[config.mk]
export PLATFORM = sky130hd
export DESIGN_NAME = ppi_controller
export DESIGN_NICKNAME = d
export VERILOG_FILES = /design/src/rtl/ppi_pkg.sv /design/src/rtl/ppi_controller.sv
export SDC_FILE = /design/constraint.sdc
export NUM_CORES = 1
export LEC_CHECK = 0
export BUFFER_PORTS_ARGS = -buffer_cell sky130_fd_sc_hd__buf_2
export CAP_MARGIN = 10
export CORE_AREA = 2 2 39 41
export DETAILED_ROUTE_END_ITERATION = 16
export DIE_AREA = 0 0 41 43
export GPL_TIMING_DRIVEN = 0
export SETUP_SLACK_MARGIN = 0.5
export SKIP_CTS_REPAIR_TIMING = 1
export SYNTH_ARGS = -nofsm -noshare
export SYNTH_HDL_FRONTEND = slang
export SYNTH_SLANG_ARGS = --single-unit
[constraint.sdc]
create_clock -name clock -period 1.6 [get_ports clock]
set_input_delay 0.16 -clock clock [delete_from_list [all_inputs] [get_ports clock]]
set_output_delay 0.16 -clock clock [all_outputs]
set_load 0.02 [all_outputs]
[src/rtl/ppi_pkg.sv]
// Package for the particle pool integrator: types, constants and helpers.
package ppi_pkg;

   localparam int DEFAULT_POOL_SLOTS = 256;
   localparam logic [31:0] GRAVITY_RESET = 32'd642908;

   localparam logic [1:0] OP_EMIT = 2'd0;
   localparam logic [1:0] OP_TICK = 2'd1;
   localparam logic [1:0] OP_READ = 2'd2;

   typedef struct packed {
      logic [2:0][31:0] pos;
      logic [2:0][31:0] vel;
      logic [23:0]      color;
      logic [23:0]      life;
      logic [23:0]      age;
   } slot_rec_type;

   typedef struct packed {
      logic load_req;
      logic idx_clr;
      logic idx_inc;
      logic gdt_load;
      logic rd_slot;
      logic rd_user;
      logic vel_calc;
      logic mul_calc;
      logic tick_wb;
      logic emit_wr;
      logic set_full;
      logic load_rsp;
   } cmd_type;

   typedef struct packed {
      logic slot_alive;
      logic idx_last;
      logic rsp_busy;
   } stat_type;

   // clamp a 42-bit signed value to the signed 32-bit range
   function automatic logic [31:0] sat_s32(input logic [41:0] x);
      logic [31:0] r;
      if (x[41:31] == 11'h000 || x[41:31] == 11'h7FF) begin
         r = x[31:0];
      end else if (x[41]) begin
         r = 32'h8000_0000;
      end else begin
         r = 32'h7FFF_FFFF;
      end
      return r;
   endfunction

endpackage

[src/rtl/ppi_controller.sv]
// Controller: sequences emit scans, tick walks, slot reads and responses.
module ppi_controller (
   input  logic              clock,
   input  logic              reset,
   input  logic              req_valid,
   input  logic [1:0]        req_operation,
   input  ppi_pkg::stat_type stat,
   output ppi_pkg::cmd_type  cmd
);
   import ppi_pkg::*;

   localparam logic [3:0] S_IDLE = 4'd0;
   localparam logic [3:0] S_EMIT = 4'd1;
   localparam logic [3:0] S_GDT  = 4'd2;
   localparam logic [3:0] S_SCAN = 4'd3;
   localparam logic [3:0] S_VEL  = 4'd4;
   localparam logic [3:0] S_MUL  = 4'd5;
   localparam logic [3:0] S_WB   = 4'd6;
   localparam logic [3:0] S_READ = 4'd7;
   localparam logic [3:0] S_DONE = 4'd8;

   logic [3:0] state_ff;
   logic [3:0] state_in;

   always_comb begin
      cmd      = '0;
      state_in = state_ff;
      unique case (state_ff)
         S_IDLE: begin
            cmd.load_req = 1'b1;
            cmd.idx_clr  = 1'b1;
            if (req_valid) begin
               unique case (req_operation)
                  OP_EMIT: state_in = S_EMIT;
                  OP_TICK: state_in = S_GDT;
                  OP_READ: state_in = S_READ;
                  default: state_in = S_DONE;
               endcase
            end
         end
         S_EMIT: begin
            if (!stat.slot_alive) begin
               cmd.emit_wr = 1'b1;
               state_in    = S_DONE;
            end else if (stat.idx_last) begin
               cmd.set_full = 1'b1;
               state_in     = S_DONE;
            end else begin
               cmd.idx_inc = 1'b1;
            end
         end
         S_GDT: begin
            cmd.gdt_load = 1'b1;
            state_in     = S_SCAN;
         end
         S_SCAN: begin
            if (stat.slot_alive) begin
               cmd.rd_slot = 1'b1;
               state_in    = S_VEL;
            end else if (stat.idx_last) begin
               state_in = S_DONE;
            end else begin
               cmd.idx_inc = 1'b1;
            end
         end
         S_VEL: begin
            cmd.vel_calc = 1'b1;
            state_in     = S_MUL;
         end
         S_MUL: begin
            cmd.mul_calc = 1'b1;
            state_in     = S_WB;
         end
         S_WB: begin
            cmd.tick_wb = 1'b1;
            if (stat.idx_last) begin
               state_in = S_DONE;
            end else begin
               cmd.idx_inc = 1'b1;
               state_in    = S_SCAN;
            end
         end
         S_READ: begin
            cmd.rd_user = 1'b1;
            state_in    = S_DONE;
         end
         S_DONE: begin
            // hold until the previous response is taken
            if (!stat.rsp_busy) begin
               cmd.load_rsp = 1'b1;
               state_in     = S_IDLE;
            end
         end
         default: state_in = S_IDLE;
      endcase
   end

   always_ff @(posedge clock) begin
      if (reset) begin
         state_ff <= S_IDLE;
      end else begin
         state_ff <= state_in;
      end
   end

endmodule

==> flow_metrics.env, run 1 <==
export IMPL_powerDensity_nw_per_um2=1900
export IMPL_core_area_um2=1380
export IMPL_critPathRequiredTime_ns=1.44
export IMPL_hold_class="in -> reg"
export IMPL_die_w_um=41
export IMPL_p_comb_frac=0.835
export IMPL_worstSetupPathType="reg -> out"
export IMPL_layout_common_cells="buf_4, buf_6, buf_2, nor3_4, o211ai_1"
export IMPL_pin_count=20
export IMPL_cts_root_buf="clkbuf_4"
export IMPL_gp_congestion=0.803
export IMPL_arrival_ns=1.36
export IMPL_syn_to_final_growth_pct=113
export IMPL_drt_pass1_iter_count=3
export IMPL_ys_seq_elements=4
export IMPL_clkPwrFrac=0.059
export IMPL_fin_skew_ns=0.000437
export IMPL_antenna_left=0
export IMPL_yosysWarningCount=0
export IMPL_final_core_util=0.772
export IMPL_synth_cell_types=33
export IMPL_final_nets=114
export IMPL_p_switching_uw=891
export IMPL_rsz0062_at_grt="true"
export IMPL_max_cap_viol_count=0
export IMPL_yosys_area_top_type="dfxtp_1"
export IMPL_clk_latency_ns=0.23
export IMPL_cp_cell_sequence="and2b_2, nand2_4, nor4b_4, buf_4"
export IMPL_wl_per_cell_um=14.1
export IMPL_syn_area_um2=502
export IMPL_grt_max_degree=11
export IMPL_synth_edf_count=0
export IMPL_largest_reg_flops=4
export IMPL_intPower_mw=1.14
export IMPL_hold_violations=0
export IMPL_drtIter0Drc=9
export IMPL_layout_min_cycle_time_ns=1.52
export IMPL_start_util=0.363
export IMPL_clkSinkCount=4
export IMPL_syn_instance_count=67
export IMPL_io_buffers=18
export IMPL_largest_register="state_ff"
export IMPL_yosys_area_top_type_share=0.160
export IMPL_drive_above_1_share=0.703
export IMPL_status="completed"
export IMPL_hpwlAfterDp_um=979
export IMPL_fin_tns_setup_ns=0
export IMPL_power_mw=2.03
export IMPL_n_antenna_cell=0
export IMPL_yosysSeqAreaShare=0.160
export IMPL_layout_commonest_cell="buf_4"
export IMPL_async_flop_share=0
export IMPL_syn_area_per_cell_um2=7.49
export IMPL_max_slew_worst_pin_slew_ns=0.451
export IMPL_ys_flop_type="dfxtp_1"
export IMPL_grt_pass1_vias=485
export IMPL_crit_path_start_kind="flip-flop"
export IMPL_grt_overflow=0
export IMPL_h_tree_depth=1
export IMPL_drc_errors=0
export IMPL_leakagePower_nw=0.454
export IMPL_antenna_found_initial=0
export IMPL_via_count=619
export IMPL_reg_largest_list="state_ff (4)"
export IMPL_tritoncts="built"
export IMPL_track_usage=0.159
export IMPL_cp_slowest_cell="dfxtp_4"
export IMPL_max_slew_margin=0.699
export IMPL_clk_pin_slew_ns=0.04
export IMPL_wirelength_um=1650
export IMPL_cts_buffers=3
export IMPL_fin_crit_sh=0.949
export IMPL_swShare=0.439
export IMPL_floorplan_die_area_um2=1760
export IMPL_ir_worst_vdd_mv=1.12
export IMPL_crit_path_max_incr_delay_ns=0.35
export IMPL_max_freq_mhz=658
export IMPL_rows=14
export IMPL_seq_power_share=0.106
export IMPL_cts_buffer_depth=2
export IMPL_synth_nets=78
export IMPL_dieHeight_um=43
export IMPL_drv_slew=0
export IMPL_grt_pass1_wl_um=1960
export IMPL_vias_per_cell=5.29
export IMPL_synth_area_leaders="dfxtp_1, ha_1, o211ai_1, nor2_1, nor4b_1"
export IMPL_finalSetupViolCount=0
export IMPL_cp_end_kind="output pin"
export IMPL_crit_fanout=4
power groups by stage:
stage	clock network (mW)	logic [mW]	registers [mW]
after floorplan	0	0.869	0.189
after global placement	0	1.05	0.206
after global routing	0.136	1.78	0.221
after CTS	0.127	1.06	0.201
after detailed placement	0	1.06	0.202
final	0.120	1.69	0.215
layer usage:
layer  global-route usage  wire (um)
met3               0.0209         29
met5                    0          0
met2                0.241        946
met1                0.215        670
met4               0.0733          0
cells in the mapped netlist, drive strengths merged, types with 2 or more instances:
cell type  number
nor2            8
nor3            5
nand2           6
o211ai          4
ha              3
dfxtp           4
a221oi          2
nand2b          3
nor4b           3
buf             5
clkbuf          2
inv             5
worst max-delay path: cells and delay by family (launching register included):
| kind | cells | cell delay (ns) |
|---|---|---|
| buf+inv | 1 | 0.18 |
| flops | 1 | 0.35 |
| simple gates | 3 | 0.60 |
layout make-up:
type / instances / area, um^2
Sequential cell: 4 / 91.3
Fill cell: 94 / 315
Tap cell: 16 / 20.0
Multi-Input combinational cell: 51 / 539
Clock buffer: 3 / 22.5
Inverter: 5 / 22.5
Buffer: 7 / 87.6
Timing Repair Buffer: 31 / 285
cells by family after synthesis:
logic type | synth area share
buf+inv | 0.130
flops | 0.160
compound gates | 0.197
simple gates | 0.422
xor+xnor | 0.0175
fa+ha+maj | 0.0748
final timing paths:
check / startpoint / slack, ns / endpoint / cells past startpoint
max: state_ff[2] / 0.08 / cmd[1] / 4
min: reset / 0.22 / state_ff[1] / 4
max reg2reg: state_ff[1] / 0.28 / state_ff[0] / 5
min reg2reg: state_ff[1] / 0.68 / state_ff[1] / 3
metrics by stage:
| step | instances | instance area, um^2 | hold slack, ns | setup slack [ns] |
|---|---|---|---|---|
| after global routing | 117 | 1070 | 0.229 | 0.00549 |
| final | 117 | 1070 | 0.221 | 0.0810 |
| after floorplan | 67 | 638 | 0.336 | 0.352 |
| after detailed placement | 101 | 748 | 0.481 | 0.243 |
| after CTS | 104 | 771 | 0.239 | -0.00375 |
| after global placement | 101 | 748 | 0.482 | 0.249 |
Note: power is estimated with default switching activity, not from simulation.
==> run 2: changes to the inputs <==
Settings changed: RECOVER_POWER set to 25.
==> run 2 against run 1 <==
Compared with the run above: clock power is essentially flat; register-to-register slack worse by 0.02 ns; die area unchanged; combinational power shrank 4%.
==> flow_metrics.env, run 2 (synthesis gave the netlist of run 1 again) <==
export IMPL_status="completed"
export IMPL_floorplan_die_area_um2=1760
export IMPL_n_antenna_cell=0
export IMPL_holdCritStartpoint="reset"
export IMPL_reg_largest_list="state_ff (4)"
export IMPL_leakagePower_nw=0.445
export IMPL_hold_class="in -> reg"
export IMPL_busiest_layer="met2"
export IMPL_cts_buffers=3
export IMPL_grt_use_met1=0.215
export IMPL_antenna_left=0
export IMPL_start_util=0.363
export IMPL_die_w_um=41
export IMPL_clkSinkCount=4
export IMPL_dp_slack_ns=0.243
export IMPL_grt_pass1_wl_um=1960
export IMPL_fin_crit_sh=0.955
export IMPL_fin_skew_ns=0.00176
export IMPL_io_buffers=18
export IMPL_arrival_ns=1.37
export IMPL_syn_to_final_growth_pct=107
export IMPL_cts_buffer_depth=2
export IMPL_final_core_util=0.751
export IMPL_max_cap_viol_count=0
export IMPL_crit_path_start_kind="flip-flop"
export IMPL_max_slew_worst_pin_slew_ns=0.440
export IMPL_r2r_start="state_ff[1]"
export IMPL_crit_fanout=4
export IMPL_cp_slowest_cell="dfxtp_1"
export IMPL_largest_register="state_ff"
export IMPL_drive_above_1_share=0.673
export IMPL_tritoncts="built"
export IMPL_grt_overflow=0
export IMPL_max_slew_margin=0.707
export IMPL_crit_top_cell="buf_6"
export IMPL_whs_ns=0.277
export IMPL_cp_cell_sequence="and2b_2, buf_6, a2bb2oi_2, nor3_4, buf_6"
export IMPL_largest_reg_flops=4
export IMPL_fin_tns_setup_ns=0
export IMPL_antenna_found_initial=0
export IMPL_wirelength_um=1630
export IMPL_drc_errors=0
export IMPL_grt_pass1_vias=485
export IMPL_final_nets=114
export IMPL_layout_commonest_cell="buf_4"
export IMPL_rows=14
export IMPL_drv_slew=0
export IMPL_setup_ws_ns=0.0713
export IMPL_clk_latency_ns=0.23
export IMPL_crit_buf_inv=2
export IMPL_crit_path_max_incr_delay_ns=0.39
export IMPL_pin_count=20
export IMPL_vias_per_cell=5.32
export IMPL_crit_family="flip-flops"
export IMPL_grt_max_degree=11
export IMPL_critPathRequiredTime_ns=1.44
export IMPL_gp_congestion=0.803
export IMPL_placed_cells=101
export IMPL_wl_per_cell_um=13.9
export IMPL_ir_worst_vdd_mv=1.10
export IMPL_layout_common_cells="buf_4, buf_6, buf_2, nor3_4, o211ai_1"
export IMPL_hpwlAfterDp_um=979
export IMPL_final_cell_count_no_fill=117
export IMPL_powerDensity_nw_per_um2=1890
export IMPL_use_met2=0.241
export IMPL_clk_pin_slew_ns=0.04
export IMPL_core_area_um2=1380
export IMPL_drt_pass1_iter_count=4
export IMPL_dieHeight_um=43
export IMPL_hold_violations=0
export IMPL_track_usage=0.159
export IMPL_rsz0062_at_grt="true"
export IMPL_cp_end_kind="output pin"
export IMPL_finalSetupViolCount=0
export IMPL_power_mw=1.96
export IMPL_h_tree_depth=1
export IMPL_design_area_um2=1040
export IMPL_drtIter0Drc=7
export IMPL_placed_cell_area_um2=748
export IMPL_worstSetupStartpoint="state_ff[2]"
export IMPL_cts_root_buf="clkbuf_4"
export IMPL_max_freq_mhz=654
export IMPL_via_count=622
export IMPL_worstSetupPathType="reg -> out"
export IMPL_layout_min_cycle_time_ns=1.53
export IMPL_use_met3=0.0209
run 2: cell type report:
| class | count | area [um^2] |
|---|---|---|
| inverters | 5 | 22.5 |
| plain buffers | 7 | 87.6 |
| multi-input cells | 51 | 514 |
| repair buffers | 31 | 285 |
| well taps | 16 | 20.0 |
| clock buffers | 3 | 22.5 |
| fillers | 101 | 344 |
| flip-flops and latches | 4 | 87.6 |
run 2: final timing paths:
kind,end,slack [ns],cells past startpoint
setup / recovery,cmd[9],0.07,5
hold reg to reg,state_ff[3],0.68,3
hold / removal,state_ff[3],0.28,3
setup reg to reg,state_ff[1],0.26,5
run 2: power by group:
part / internal [mW] / total (mW) / switching [mW]
clock: 0.0835 / 0.119 / 0.0359
sequential: 0.154 / 0.210 / 0.0560
combinational: 0.864 / 1.63 / 0.767
run 2: per-layer routing:
layer	routed length (um)	up-vias
met5	0	-
met4	0	0
met3	40	0
met2	934	16
met1	655	296
li1	-	310
run 2: worst register-to-register path, delay by kind of cell, from the launching register on:
kind,cells,cell delay [ns]
flops,1,0.35
compound gates,2,0.46
buf+inv,3,0.41
==> run 3: changes to the inputs <==
Clock period 1.6 ns to 1.75 ns, I/O delays scaled along.
==> run 3 against run 2 <==
Compared with the run above: first-iteration DRC count is the same; sequential cell count is the same; utilization shrank 2.7 points; clock power is essentially flat; wire length grew 11%; worst hold slack lost 0.026 ns; via count grew 1.8%; global-route usage grew 0.72 points; design area shrank 3.6%; die area is the same.
==> flow_metrics.env, run 3 (synthesis gave the netlist of run 1 again) <==
export IMPL_critPathRequiredTime_ns=1.57
export IMPL_drive_above_1_share=0.654
export IMPL_die_w_um=41
export IMPL_cts_buffer_depth=2
export IMPL_cts_root_buf="clkbuf_4"
export IMPL_worstSetupPathType="reg -> out"
export IMPL_tritoncts="built"
export IMPL_ir_worst_vdd_mv=1.22
export IMPL_gp_congestion=0.822
export IMPL_clk_pin_slew_ns=0.05
export IMPL_final_nets=117
export IMPL_layout_common_cells="buf_4, buf_6, buf_2"
export IMPL_hpwlAfterDp_um=959
export IMPL_crit_fanout=5
export IMPL_drc_errors=0
export IMPL_leakagePower_nw=0.459
export IMPL_clkPwrFrac=0.069
export IMPL_max_freq_mhz=644
export IMPL_max_cap_viol_count=0
export IMPL_vias_per_cell=5.28
export IMPL_h_tree_depth=1
export IMPL_rr_worst_depth=5
export IMPL_powerDensity_nw_per_um2=1720
export IMPL_track_usage=0.166
export IMPL_antenna_found_initial=0
export IMPL_whs_ns=0.251
export IMPL_fillCellCount=104
export IMPL_crit_path_start_kind="flip-flop"
export IMPL_wl_per_cell_um=15.1
export IMPL_reg_largest_list="state_ff (4)"
export IMPL_finalSetupViolCount=0
export IMPL_layout_min_cycle_time_ns=1.55
export IMPL_rsz0062_at_grt="true"
export IMPL_floorplan_die_area_um2=1760
export IMPL_n_antenna_cell=0
export IMPL_syn_to_final_growth_pct=99.8
export IMPL_clk_latency_ns=0.25
export IMPL_layout_commonest_cell="buf_4"
export IMPL_grt_max_degree=11
export IMPL_grt_pass1_wl_um=2040
export IMPL_grt_overflow=0
export IMPL_p_comb_frac=0.814
export IMPL_io_buffers=18
export IMPL_via_count=633
export IMPL_fin_crit_sh=0.887
export IMPL_fin_tns_setup_ns=0
export IMPL_hold_class="in -> reg"
export IMPL_grt_pass1_vias=505
export IMPL_hold_violations=0
export IMPL_swShare=0.443
export IMPL_max_slew_worst_pin_slew_ns=0.442
export IMPL_largest_reg_flops=4
export IMPL_max_slew_margin=0.706
export IMPL_dieHeight_um=43
export IMPL_antenna_left=0
export IMPL_start_util=0.363
export IMPL_core_area_um2=1380
export IMPL_clkSinkCount=4
export IMPL_hold_path_depth=3
export IMPL_drt_pass1_iter_count=3
export IMPL_largest_register="state_ff"
export IMPL_cts_buffers=3
export IMPL_seq_power_share=0.117
export IMPL_drtIter0Drc=7
export IMPL_fin_skew_ns=0.0149
export IMPL_arrival_ns=1.38
export IMPL_pin_count=20
export IMPL_status="completed"
export IMPL_wirelength_um=1810
export IMPL_intPower_uw=962
export IMPL_p_switching_uw=765
export IMPL_cp_end_kind="output pin"
export IMPL_drv_slew=0
export IMPL_rows=14
## run 3: cell types whose count changed in the layout (fill, tap and decap cells not counted), sizes merged
cell	change
clkbuf	+1
buf	+2
## run 3: critical path: stages, from the launching register on
cell	delay, ns
dfxtp_4	0.35
and2b_2	0.26
nand2_4	0.08
nor4b_4	0.28
buf_4	0.17
## run 3: final timing paths
check | start | endpoint | slack [ns]
hold / removal | reset | state_ff[3] | 0.25
hold reg to reg | state_ff[1] | state_ff[0] | 0.65
setup / recovery | state_ff[2] | cmd[1] | 0.20
setup reg to reg | state_ff[1] | state_ff[0] | 0.42
## run 3: metrics by stage
stage                     power [mW]  worst slack (ns)  area [um^2]  utilization  std cells
after CTS                       1.13            0.0289          689        0.498        104
after global routing            1.82             0.119         1000        0.724        120
final                           1.73             0.197         1000        0.724        120
after global placement          1.01             0.301          667        0.482        101
after floorplan                0.829             0.464          557            -         67
after detailed placement        1.01             0.287          667        0.482        101
## run 3: layout make-up
| cell class | count | area, um^2 | share of cell area |
|---|---|---|---|
| Buffer | 7 | 83.8 | 0.0836 |
| Clock buffer | 3 | 22.5 | 0.0225 |
| Inverter | 5 | 22.5 | 0.0225 |
| Multi-Input combinational cell | 51 | 485 | 0.484 |
| Sequential cell | 4 | 91.3 | 0.0911 |
| Tap cell | 16 | 20.0 | 0.0200 |
| Timing Repair Buffer | 34 | 277 | 0.276 |
## run 3: layer usage
metal / routed length (um) / vias up / GRT usage
li1: - / 313 / -
met1: 747 / 306 / 0.202
met2: 1000 / 14 / 0.275
met3: 59 / 0 / 0.0628
met4: 0 / 0 / 0.0200
met5: 0 / - / 0
## run 3: power by group through the flow
stage	Combinational [mW]	Clock, mW	Sequential [mW]
after floorplan	0.659	0	0.169
after global placement	0.827	0	0.181
after detailed placement	0.833	0	0.181
after CTS	0.835	0.117	0.180
after global routing	1.48	0.130	0.205
final	1.41	0.119	0.202
